$ cat src/i2cgx_pkg.sv
// Package for the register side of the I2C port expander.
// Holds the command codes, bus operation codes and the state update struct.
// No dependencies.
package i2cgx_pkg;

    // Default width of the expander port.
    localparam int PORT_BITS_DEF = 8;

    // Width of a command byte and of the register pointer.
    localparam int CMD_W = 8;

    // Register pointer values and command codes.
    localparam logic [CMD_W-1:0] CMD_AWAIT     = 8'hFF;
    localparam logic [CMD_W-1:0] CMD_NONE      = 8'h00;
    localparam logic [CMD_W-1:0] CMD_OUTPUT    = 8'h01;
    localparam logic [CMD_W-1:0] CMD_POLARITY  = 8'h02;
    localparam logic [CMD_W-1:0] CMD_DIRECTION = 8'h03;

    // Bus operation carried with each byte.
    localparam logic OP_WRITE = 1'b0;
    localparam logic OP_READ  = 1'b1;

    // Write enables for the state registers, one per register.
    typedef struct packed {
        logic ptr_we;
        logic pol_we;
        logic dir_we;
        logic drv_we;
        logic last_we;
    } i2cgx_upd_t;

endpackage

$ cat src/i2cgx_core.sv
// Combinational byte processing for the I2C port expander register side.
// Computes the next register values and the result fields for one bus byte.
// Depends on i2cgx_pkg.
module i2cgx_core #(
    parameter int PORT_BITS = i2cgx_pkg::PORT_BITS_DEF
) (
    input  logic                        operation,
    input  logic [i2cgx_pkg::CMD_W-1:0] write_data,
    input  logic [PORT_BITS-1:0]        pin_levels,
    input  logic                        power_on,
    input  logic [i2cgx_pkg::CMD_W-1:0] ptr,
    input  logic [PORT_BITS-1:0]        pol,
    input  logic [PORT_BITS-1:0]        dir,
    input  logic [PORT_BITS-1:0]        drv,
    input  logic [PORT_BITS-1:0]        last,
    output i2cgx_pkg::i2cgx_upd_t       upd,
    output logic [i2cgx_pkg::CMD_W-1:0] ptr_next,
    output logic [PORT_BITS-1:0]        pol_next,
    output logic [PORT_BITS-1:0]        dir_next,
    output logic [PORT_BITS-1:0]        drv_next,
    output logic [PORT_BITS-1:0]        last_next,
    output logic                        ack,
    output logic [PORT_BITS-1:0]        read_data,
    output logic [PORT_BITS-1:0]        pin_drive,
    output logic [PORT_BITS-1:0]        drive_enable,
    output logic                        int_pulse,
    output logic                        command_error
);
    import i2cgx_pkg::*;

    logic [PORT_BITS+CMD_W-1:0] data_ext;
    logic [PORT_BITS-1:0]       data_p;
    logic [PORT_BITS-1:0]       read_val;

    // Data byte fitted to the port width, and the value a read returns.
    assign data_ext = {{PORT_BITS{1'b0}}, write_data};
    assign data_p   = data_ext[PORT_BITS-1:0];
    assign read_val = (pin_levels ^ pol) & dir;

    // Byte decode: register updates and the acknowledge, read and error fields.
    always_comb
    begin
        upd           = '0;
        ptr_next      = ptr;
        pol_next      = pol;
        dir_next      = dir;
        drv_next      = drv;
        last_next     = last;
        ack           = 1'b0;
        read_data     = '0;
        int_pulse     = 1'b0;
        command_error = 1'b0;
        if (power_on)
        begin
            if (operation == OP_READ)
            begin
                read_data   = read_val;
                int_pulse   = (read_val != last);
                upd.last_we = int_pulse;
                last_next   = read_val;
                upd.ptr_we  = 1'b1;
                ptr_next    = CMD_AWAIT;
            end
            else
            begin
                ack = 1'b1;
                if (ptr == CMD_AWAIT)
                begin
                    upd.ptr_we = 1'b1;
                    ptr_next   = write_data;
                end
                else
                begin
                    unique case (ptr)
                        CMD_NONE:
                        begin
                            upd.ptr_we = 1'b1;
                            ptr_next   = CMD_AWAIT;
                        end
                        CMD_OUTPUT:
                        begin
                            upd.drv_we = 1'b1;
                            drv_next   = (drv & dir) | ((data_p ^ pol) & ~dir);
                            upd.ptr_we = 1'b1;
                            ptr_next   = CMD_AWAIT;
                        end
                        CMD_POLARITY:
                        begin
                            upd.pol_we = 1'b1;
                            pol_next   = data_p;
                            upd.ptr_we = 1'b1;
                            ptr_next   = CMD_AWAIT;
                        end
                        CMD_DIRECTION:
                        begin
                            upd.dir_we = 1'b1;
                            dir_next   = data_p;
                            upd.ptr_we = 1'b1;
                            ptr_next   = CMD_AWAIT;
                        end
                        default:
                        begin
                            // Unknown command stays selected and flags each data byte.
                            command_error = 1'b1;
                        end
                    endcase
                end
            end
        end
    end

    // Port outputs reflect the registers after this byte.
    assign pin_drive    = upd.drv_we ? drv_next : drv;
    assign drive_enable = upd.dir_we ? ~dir_next : ~dir;

endmodule

$ cat src/i2cgx_regs.sv
// State registers of the I2C port expander register side.
// Holds pointer, polarity, direction, driven levels and the last read value.
// Depends on i2cgx_pkg.
module i2cgx_regs #(
    parameter int PORT_BITS = i2cgx_pkg::PORT_BITS_DEF
) (
    input  logic                        clk,
    input  logic                        rst_n,
    input  logic                        en,
    input  i2cgx_pkg::i2cgx_upd_t       upd,
    input  logic [i2cgx_pkg::CMD_W-1:0] ptr_next,
    input  logic [PORT_BITS-1:0]        pol_next,
    input  logic [PORT_BITS-1:0]        dir_next,
    input  logic [PORT_BITS-1:0]        drv_next,
    input  logic [PORT_BITS-1:0]        last_next,
    output logic [i2cgx_pkg::CMD_W-1:0] ptr,
    output logic [PORT_BITS-1:0]        pol,
    output logic [PORT_BITS-1:0]        dir,
    output logic [PORT_BITS-1:0]        drv,
    output logic [PORT_BITS-1:0]        last
);
    import i2cgx_pkg::*;

    logic [CMD_W-1:0]     ptr_reg;
    logic [PORT_BITS-1:0] pol_reg;
    logic [PORT_BITS-1:0] dir_reg;
    logic [PORT_BITS-1:0] drv_reg;
    logic [PORT_BITS-1:0] last_reg;

    // Each register loads when a byte is processed and its enable is set.
    always_ff @(posedge clk or negedge rst_n)
    begin
        if (!rst_n)
        begin
            ptr_reg  <= CMD_AWAIT;
            pol_reg  <= '0;
            dir_reg  <= '1;
            drv_reg  <= '0;
            last_reg <= '0;
        end
        else if (en)
        begin
            if (upd.ptr_we)
            begin
                ptr_reg <= ptr_next;
            end
            if (upd.pol_we)
            begin
                pol_reg <= pol_next;
            end
            if (upd.dir_we)
            begin
                dir_reg <= dir_next;
            end
            if (upd.drv_we)
            begin
                drv_reg <= drv_next;
            end
            if (upd.last_we)
            begin
                last_reg <= last_next;
            end
        end
    end

    assign ptr  = ptr_reg;
    assign pol  = pol_reg;
    assign dir  = dir_reg;
    assign drv  = drv_reg;
    assign last = last_reg;

endmodule

$ cat src/i2c_gpio_expander_registers_unit.sv
// Register side of an I2C port expander, one bus byte per transfer.
// Path: a transfer is captured in the input register, decoded, and its result is
// captured in the result register before it is presented. Throughput: one byte per
// cycle while the output is not stalled, set by the single decode stage.
// Reset: asynchronous, active low; pointer awaits a command, all pins inputs,
// polarity, driven levels and last read value cleared.
module i2c_gpio_expander_registers_unit #(
    parameter int PORT_BITS = i2cgx_pkg::PORT_BITS_DEF
) (
    input  logic                               clk,
    input  logic                               rst_n,
    input  logic                               s_tvalid,
    output logic                               s_tready,
    // write_data, pin_levels, power_on, zero padding
    input  logic [((PORT_BITS+16)/8)*8-1:0]    s_tdata,
    // operation
    input  logic                               s_tuser,
    output logic                               m_tvalid,
    input  logic                               m_tready,
    // ack, read_data, pin_drive, drive_enable, int_pulse, command_error, zero padding
    output logic [((3*PORT_BITS+10)/8)*8-1:0]  m_tdata
);
    import i2cgx_pkg::*;

    localparam int OUT_W    = 3 * PORT_BITS + 3;
    localparam int OUT_TDW  = ((3 * PORT_BITS + 10) / 8) * 8;

    // Input register.
    logic                 in_valid_reg;
    logic                 in_valid_next;
    logic                 in_op_reg;
    logic [CMD_W-1:0]     in_data_reg;
    logic [PORT_BITS-1:0] in_pins_reg;
    logic                 in_pwr_reg;

    // Result register.
    logic                 out_valid_reg;
    logic                 out_valid_next;
    logic                 out_ack_reg;
    logic [PORT_BITS-1:0] out_rd_reg;
    logic [PORT_BITS-1:0] out_drv_reg;
    logic [PORT_BITS-1:0] out_en_reg;
    logic                 out_irq_reg;
    logic                 out_err_reg;

    // Decode results and state.
    i2cgx_upd_t           upd;
    logic [CMD_W-1:0]     ptr, ptr_next;
    logic [PORT_BITS-1:0] pol, pol_next;
    logic [PORT_BITS-1:0] dir, dir_next;
    logic [PORT_BITS-1:0] drv, drv_next;
    logic [PORT_BITS-1:0] last, last_next;
    logic                 c_ack;
    logic [PORT_BITS-1:0] c_rd;
    logic [PORT_BITS-1:0] c_drv;
    logic [PORT_BITS-1:0] c_en;
    logic                 c_irq;
    logic                 c_err;
    logic                 adv;

    // A byte moves from the input register to the result register.
    assign adv            = in_valid_reg && (!out_valid_reg || m_tready);
    assign s_tready       = !in_valid_reg || adv;
    assign in_valid_next  = s_tready ? s_tvalid : in_valid_reg;
    assign out_valid_next = adv ? 1'b1 : (m_tready ? 1'b0 : out_valid_reg);

    // Handshake control state.
    always_ff @(posedge clk or negedge rst_n)
    begin
        if (!rst_n)
        begin
            in_valid_reg  <= 1'b0;
            out_valid_reg <= 1'b0;
        end
        else
        begin
            in_valid_reg  <= in_valid_next;
            out_valid_reg <= out_valid_next;
        end
    end

    // Input payload capture on each accepted transfer.
    always_ff @(posedge clk)
    begin
        if (s_tvalid && s_tready)
        begin
            in_op_reg   <= s_tuser;
            in_data_reg <= s_tdata[CMD_W-1:0];
            in_pins_reg <= s_tdata[CMD_W +: PORT_BITS];
            in_pwr_reg  <= s_tdata[CMD_W+PORT_BITS];
        end
    end

    i2cgx_core #(
        .PORT_BITS (PORT_BITS)
    ) u_core (
        .operation     (in_op_reg),
        .write_data    (in_data_reg),
        .pin_levels    (in_pins_reg),
        .power_on      (in_pwr_reg),
        .ptr           (ptr),
        .pol           (pol),
        .dir           (dir),
        .drv           (drv),
        .last          (last),
        .upd           (upd),
        .ptr_next      (ptr_next),
        .pol_next      (pol_next),
        .dir_next      (dir_next),
        .drv_next      (drv_next),
        .last_next     (last_next),
        .ack           (c_ack),
        .read_data     (c_rd),
        .pin_drive     (c_drv),
        .drive_enable  (c_en),
        .int_pulse     (c_irq),
        .command_error (c_err)
    );

    i2cgx_regs #(
        .PORT_BITS (PORT_BITS)
    ) u_regs (
        .clk       (clk),
        .rst_n     (rst_n),
        .en        (adv),
        .upd       (upd),
        .ptr_next  (ptr_next),
        .pol_next  (pol_next),
        .dir_next  (dir_next),
        .drv_next  (drv_next),
        .last_next (last_next),
        .ptr       (ptr),
        .pol       (pol),
        .dir       (dir),
        .drv       (drv),
        .last      (last)
    );

    // Result payload capture.
    always_ff @(posedge clk)
    begin
        if (adv)
        begin
            out_ack_reg <= c_ack;
            out_rd_reg  <= c_rd;
            out_drv_reg <= c_drv;
            out_en_reg  <= c_en;
            out_irq_reg <= c_irq;
            out_err_reg <= c_err;
        end
    end

    // Result packing, first field in the lowest bits.
    assign m_tvalid = out_valid_reg;
    assign m_tdata  = {{(OUT_TDW-OUT_W){1'b0}}, out_err_reg, out_irq_reg, out_en_reg,
                       out_drv_reg, out_rd_reg, out_ack_reg};

`ifndef SYNTH
    // State changes only when a byte is processed.
    a_state_hold: assert property (@(posedge clk) disable iff (!rst_n)
        !adv |=> $stable({ptr, pol, dir, drv, last}))
        else $error("expander state changed without a processed byte");

    // A command error only comes with an acknowledged write.
    a_err_ack: assert property (@(posedge clk) disable iff (!rst_n)
        (m_tvalid && out_err_reg) |-> out_ack_reg)
        else $error("command error without acknowledged write");

    // An interrupt pulse only comes from a read, which is never acknowledged.
    a_irq_read: assert property (@(posedge clk) disable iff (!rst_n)
        (m_tvalid && out_irq_reg) |-> (!out_ack_reg && !out_err_reg))
        else $error("interrupt pulse on a write result");

    // With both registers full and the output stalled, no input is taken.
    a_full_stall: assert property (@(posedge clk) disable iff (!rst_n)
        (in_valid_reg && m_tvalid && !m_tready) |-> !s_tready)
        else $error("input accepted while pipeline is full");
`endif

endmodule

$ cat config.mk
export PLATFORM = sky130hd
export DESIGN_NAME = i2c_gpio_expander_registers_unit
export DESIGN_NICKNAME = d
export VERILOG_FILES = /design/src/i2cgx_pkg.sv /design/src/i2cgx_core.sv /design/src/i2cgx_regs.sv /design/src/i2c_gpio_expander_registers_unit.sv
export SDC_FILE = /design/constraint.sdc
export NUM_CORES = 1
export LEC_CHECK = 0
export ABC_AREA = 1
export BUFFER_PORTS_ARGS = -buffer_cell sky130_fd_sc_hd__buf_2
export CAP_MARGIN = 20
export CORE_UTILIZATION = 45
export CTS_CLUSTER_DIAMETER = 50
export CTS_CLUSTER_SIZE = 28
export DETAILED_ROUTE_END_ITERATION = 10
export GPL_TIMING_DRIVEN = 0
export HOLD_SLACK_MARGIN = 0.12
export PLACE_DENSITY = 0.62
export SYNTH_ARGS = -nofsm -noshare
export SYNTH_HDL_FRONTEND = slang
export SYNTH_HIERARCHICAL = 1
export SYNTH_SLANG_ARGS = --single-unit
$ cat constraint.sdc
create_clock -name clk -period 6.2 [get_ports clk]
set_input_delay 0.31 -clock clk [delete_from_list [all_inputs] [get_ports clk]]
set_output_delay 0.31 -clock clk [all_outputs]
set_load 0.02 [all_outputs]
# --- Word-level counts from Yosys, hierarchy flattened ---
# Index checks and enable logic that the tools add are counted.
op_classes:
  add_sub_neg: 0
  n_mul: 0
  div_mod_pow: 0
  order_cmp: 0
  n_eq_ne: 5
  shift: 0
  n_mux: 27
  n_bitwise: 11
  n_reduce_logical: 16
op_table:
  columns: ["operator", "n"]
  rows:
  - ["$mux W8", 13]
  - ["$and A8 B8 Y8", 3]
  - ["$eq A8 B2 Y1 const B", 2]
  - ["$not A8 Y8", 2]
  - ["$xor A8 B8 Y8", 2]
  - ["$mux W1", 11]
  - ["$eq A8 B1 Y1 const B", 1]
  - ["$eq A8 B8 Y1 const B", 1]
  - ["$logic_not A8 Y1", 1]
  - ["$ne A8 B8 Y1", 1]
  - ["$or A8 B8 Y8", 1]
  - ["$reduce_and A4 Y1", 2]
  - ["$mux W3", 2]
  - ["$reduce_and A6 Y1", 1]
  - ["$mux W5", 1]
  - ["$reduce_and A2 Y1", 2]
  - ["$reduce_or A4 Y1", 1]
  - ["$not A1 Y1", 3]
  - ["$reduce_bool A3 Y1", 1]
  - ["$reduce_or A3 Y1", 1]
  - ["$logic_and A1 B1 Y1", 2]
  - ["$logic_not A1 Y1", 2]
  - ["$logic_or A1 B1 Y1", 2]
  - ["$reduce_bool A2 Y1", 1]
totals:
  ff_bits: 87
  latchBits: 0
  ramBits: 0
  mem_bits_ro: 0
  inputBits: 29
  output_inout_bits: 34
  word_cells: 76
  n_memories: 0

# --- Depth between registers and ports, before layout ---
depth:
  word_depth: 8
  ltp_mapped: 14
  ltp_nobuf: 12

# --- By module ---
# The synthesis kept the hierarchy.
modules_own_cells:
  columns: ["module", "n_inst", "cells_per_inst", "area_per_inst_um2", "seq_area_each_um2"]
  rows:
  - ["i2cgx_regs", 1, 175, 1719.1, 1021.0]
  - ["i2c_gpio_expander_registers_unit", 1, 66, 1510.2, 1401.3]
  - ["i2cgx_core", 1, 295, 1435.1, 0.0]

# --- Worst setup path after synthesis ---
# No wires, ideal clock.
synth_path:
  kind: "register -> register"
  start: "register out_valid_reg, in the netlist m_tvalid"
  end: "register u_regs.pol_reg[5], in the netlist u_regs/pol[5]"
  setup_time_ns: 0.117
  arrival_ns: 2.463
  t_required_ns: 6.083
  path_slack_ns: 3.620
  stages_incl_launch_ff: 6
  n_path_buf: 1
  period_less_slack_ns: 2.580
  cell_sequence: "dfrtp_1 a21oi_1 buf_6 nand2_2 nand2_1 nand2_1"
synth_via:
  elab_chain_cells: 4
synth_lines:
  columns: ["element", "line", "text"]
  rows:
  - ["start, declared", "i2c_gpio_expander_registers_unit.sv:37", "logic out_valid_reg;"]
  - ["start signal, assigned", "i2c_gpio_expander_registers_unit.sv:78", "out_valid_reg <= out_valid_next;"]
  - ["$logic_not A1 Y1", "i2c_gpio_expander_registers_unit.sv:62", "assign adv = in_valid_reg && (!out_valid_reg || m_tready);"]
  - ["$logic_or A1 B1 Y1", "i2c_gpio_expander_registers_unit.sv:62", null]
  - ["$logic_and A1 B1 Y1", "i2c_gpio_expander_registers_unit.sv:62", null]
  - ["net adv", "i2c_gpio_expander_registers_unit.sv:59", "logic adv;"]
  - ["$reduce_and A6 Y1 (no source line)", null, null]
  - ["end signal, assigned", "i2cgx_regs.sv:49", "pol_reg <= pol_next;"]
  - ["end, declared", "i2cgx_regs.sv:25", "logic [PORT_BITS-1:0] pol_reg;"]
# The timed path passes the listed nets, and every way through them passes these cells.
# A chain may end at the register's enable or synchronous reset.

==> flow_summary_export.csv <==
group,metric,value,unit
routing,viasPerCell,4.97,
clock_tree,cts_tree,"yes",
die,rows,36,
setup_path,reg2reg_slack,4130,ps
sta,holdWs,132,ps
global_route,grt_max_degree,43,
final_layout,drive_gt1_share,23.2,%
sta,fmax,484,MHz
setup_path,start_kind,"flop",
setup_path,cp_slowest_cell,"dfstp_2",
hold_path,hp-start,"s_tuser",
sta,tightest_slew,945,ps
final_layout,areaGrowthSynthToFinish,17.4,%
clock_tree,post-cts-setup-buffers,0,
final_layout,filler_cell_count,943,
clock_tree,htree_levels,3,
hold_path,min_to,"in_op_reg$_DFFE_PP_",
final_layout,antennaDiodeCount,0,
global_route,grt_overflow_total,0,
setup_path,cpLargestDelayFamily,"simple AND/OR/NAND/NOR gates",
sta,finalSetupTns,0,ps
routing,drtIter0Drc,209,
sta,maxSlewHeadroom,36.9,%
place,io_buffers,50,
setup_path,cp.required,6500,ps
sta,rsz0062_at_grt,"false",
global_route,antenna_found_initial,0,
die,die-area,0.0108,sq mm
setup_path,reg2reg_from,"u_regs/ptr[1]$_DFFE_PN1P_",
routing,first_pass_iters,5,
power,p_leak,0.00255,uW
sta,finalHoldViolCount,0,
setup_path,r2r_end,"u_regs/pol[7]$_DFFE_PN0P_",
logic_synthesis,synth_cells,536,
power,ir_drop,0.000121,V
clock_tree,clock-root-buffer,"clkbuf_8",
place,gp_congestion,0.867,
global_route,grt_pass1_vias,3574,
hold_path,hp-class,"in -> reg",
sta,fin_crit_sh,33.3,%
die,io_pins,63,
power,power-per-cell-area,249,mW/mm^2
sta,slew_violations,0,
global_route,grt_util_all_layers,21.3,%
routing,drc_errors,0,
sta,skew,8.57,ps
logic_synthesis,synth-seq-cells,87,
clock_tree,cts_buffers,9,
final_layout,nets,648,
die,die_w,104,um
die,die_h,104,um
hold_path,holdPathStages,1,
setup_path,critical_path_buf_inv_count,4,
run_status,status,"complete, no violations",
logic_synthesis,netlist_area,0.00466,sq mm
clock_tree,clock_latency,360,ps
clock_tree,clkSinkCount,87,
final_layout,seqCellArea,0.00242,sq mm
clock_tree,ctsLongestPathBuffers,2,
setup_path,max_stage_delay,580,ps
setup_path,path_class,"reg -> reg",
setup_path,critPathCaptureType,"flop",
logic_synthesis,seq_area_frac_synth,51.9,%
final_layout,multi_input_area,0.00175,sq mm
sta,finalSetupViolCount,0,
routing,wl_per_cell,14.2,um
logic_synthesis,yosysUniqueCellTypes,31,
setup_path,path_max_fanout,10,
global_route,grt_pass1_wl,17800,um
routing,ant_nets,0,
setup_path,ff2ff_path_depth,12,
routing,routed_wl,10700,um
place,hpwl,7720,um
clock_tree,clk_pin_slew,80,ps
setup_path,cp.arrival,2370,ps
logic_synthesis,synth_warnings,6,
logic_synthesis,syn_avg_cell_area,8.70,sq um
die,core_area,0.00991,sq mm
routing,vias,3762,
clock_tree,cts_resized,0,
job,max_cap_viol_count,0,
setup_path,crit_chain,"nand2_1 > inv_2 > nand3_2 > nor2_4 > nor2_4 > nand2_2 > buf_6 > inv_1 > buf_8 > nand2_2 > nand2_1 > nand2_1",
setup_path,cp_common_cell,"nand2_1",
die,start_util,47.1,%
sta,finalCriticalPeriod,2070,ps
per-layer routing:
layer  part of all wire [%]  track usage, %
met1                     45            27.9
met3                    4.8            2.64
met4                    1.8            9.18
met5                      0               0
met2                     48            35.6
cells by family after synthesis:
family | synth area share [%]
buffers and inverters | 11.1
AO/OA/AOI/OAI | 7.08
AND/OR/NAND/NOR | 28.3
XOR/XNOR | 1.50
other | 0.0804
flip-flops | 51.9
worst register-to-register path, stage by stage (launching register included):
cell and delay (ps):
dfstp_2 580, nand2_1 90, inv_2 70, nand3_2 70
nor2_4 230, nor2_4 110, nand2_2 170, buf_6 190
inv_1 70, buf_8 140, nand2_2 160, nand2_1 70
nand2_1 60
cell usage after synthesis (all sizes together):
cell    count  area [sq um]
nand2     188           737
inv        65           244
nand3      60           310
edfxtp     45          1350
nor2       37           176
o21ai      27           188
dfrtp      26           651
buf        23           267
dfstp      16           420
nand4      12          81.3
a21oi       9          45.0
o21bai      8          60.1
a31oi       6          37.5
xor2        5          43.8
nor3        3          15.0
xnor2       3          26.3
clkbuf      2          7.51
conb        1          3.75
power by group:
| part | switching [uW] | leakage (uW) | internal (uW) |
|---|---|---|---|
| Combinational | 169 | 0.00152 | 98.0 |
| Sequential | 45.5 | 0.000937 | 679 |
| Clock | 200 | 0.0000898 | 171 |
cells in the final DEF (no fill, tap or decap), drive strengths merged, types with 5 or more instances in the layout:
| cell | instances |
|---|---|
| conb | 5 |
| nand3 | 60 |
| nand4 | 12 |
| edfxtp | 45 |
| a21oi | 9 |
| xor2 | 5 |
| dfstp | 16 |
| dlygate4sd3 | 17 |
| buf | 74 |
| clkbuf | 16 |
| o21ai | 27 |
| nor2 | 37 |
| a31oi | 6 |
| dfrtp | 26 |
| nand2 | 188 |
| inv | 65 |
| o21bai | 8 |
cell type report:
cell class,count,area share (%)
plain buffers,25,5.00
clock buffers,14,2.99
clock inverters,2,0.251
inverters,65,4.46
multi-input cells,363,32.0
flip-flops and latches,87,44.2
well taps,133,3.04
repair buffers,68,8.04
timing repair:
item / in CTS / in global routing
endpoints found under the setup margin: 0 / 0
hold buffers: 16 / 1
endpoints found under the hold margin: 16 / 6
worst max path at each step:
stage / end / slack (ps) / from / cells after the start
final: u_regs/pol[7]$_DFFE_PN0P_ / 4130 / u_regs/ptr[1]$_DFFE_PN1P_ / 12
after global routing: u_regs/pol[4]$_DFFE_PN0P_ / 3970 / u_regs/ptr[6]$_DFFE_PN1P_ / 10
after CTS: u_regs/pol[7]$_DFFE_PN0P_ / 4150 / u_regs/ptr[6]$_DFFE_PN1P_ / 10
after detailed placement: u_regs/pol[3]$_DFFE_PN0P_ / 4170 / u_regs/ptr[6]$_DFFE_PN1P_ / 10
after global placement: u_regs/last[2]$_DFFE_PN0P_ / 2900 / m_tvalid$_DFFE_PN0P_ / 5
after floorplan: u_regs/pol[5]$_DFFE_PN0P_ / 3620 / m_tvalid$_DFFE_PN0P_ / 5
stage by stage:
stage / worst slack [ps] / total power, uW / area, sq um / util [%] / std cells
after floorplan: 3620 / 921 / 4680 / - / 540
after global placement: 2900 / 986 / 5100 / 51.4 / 723
after detailed placement: 4170 / 991 / 5110 / 51.5 / 723
after CTS: 4150 / 1370 / 5450 / 54.9 / 755
after global routing: 3970 / 1440 / 5480 / 55.3 / 757
final: 4130 / 1360 / 5480 / 55.3 / 757
(Power assumes the default switching activity.)
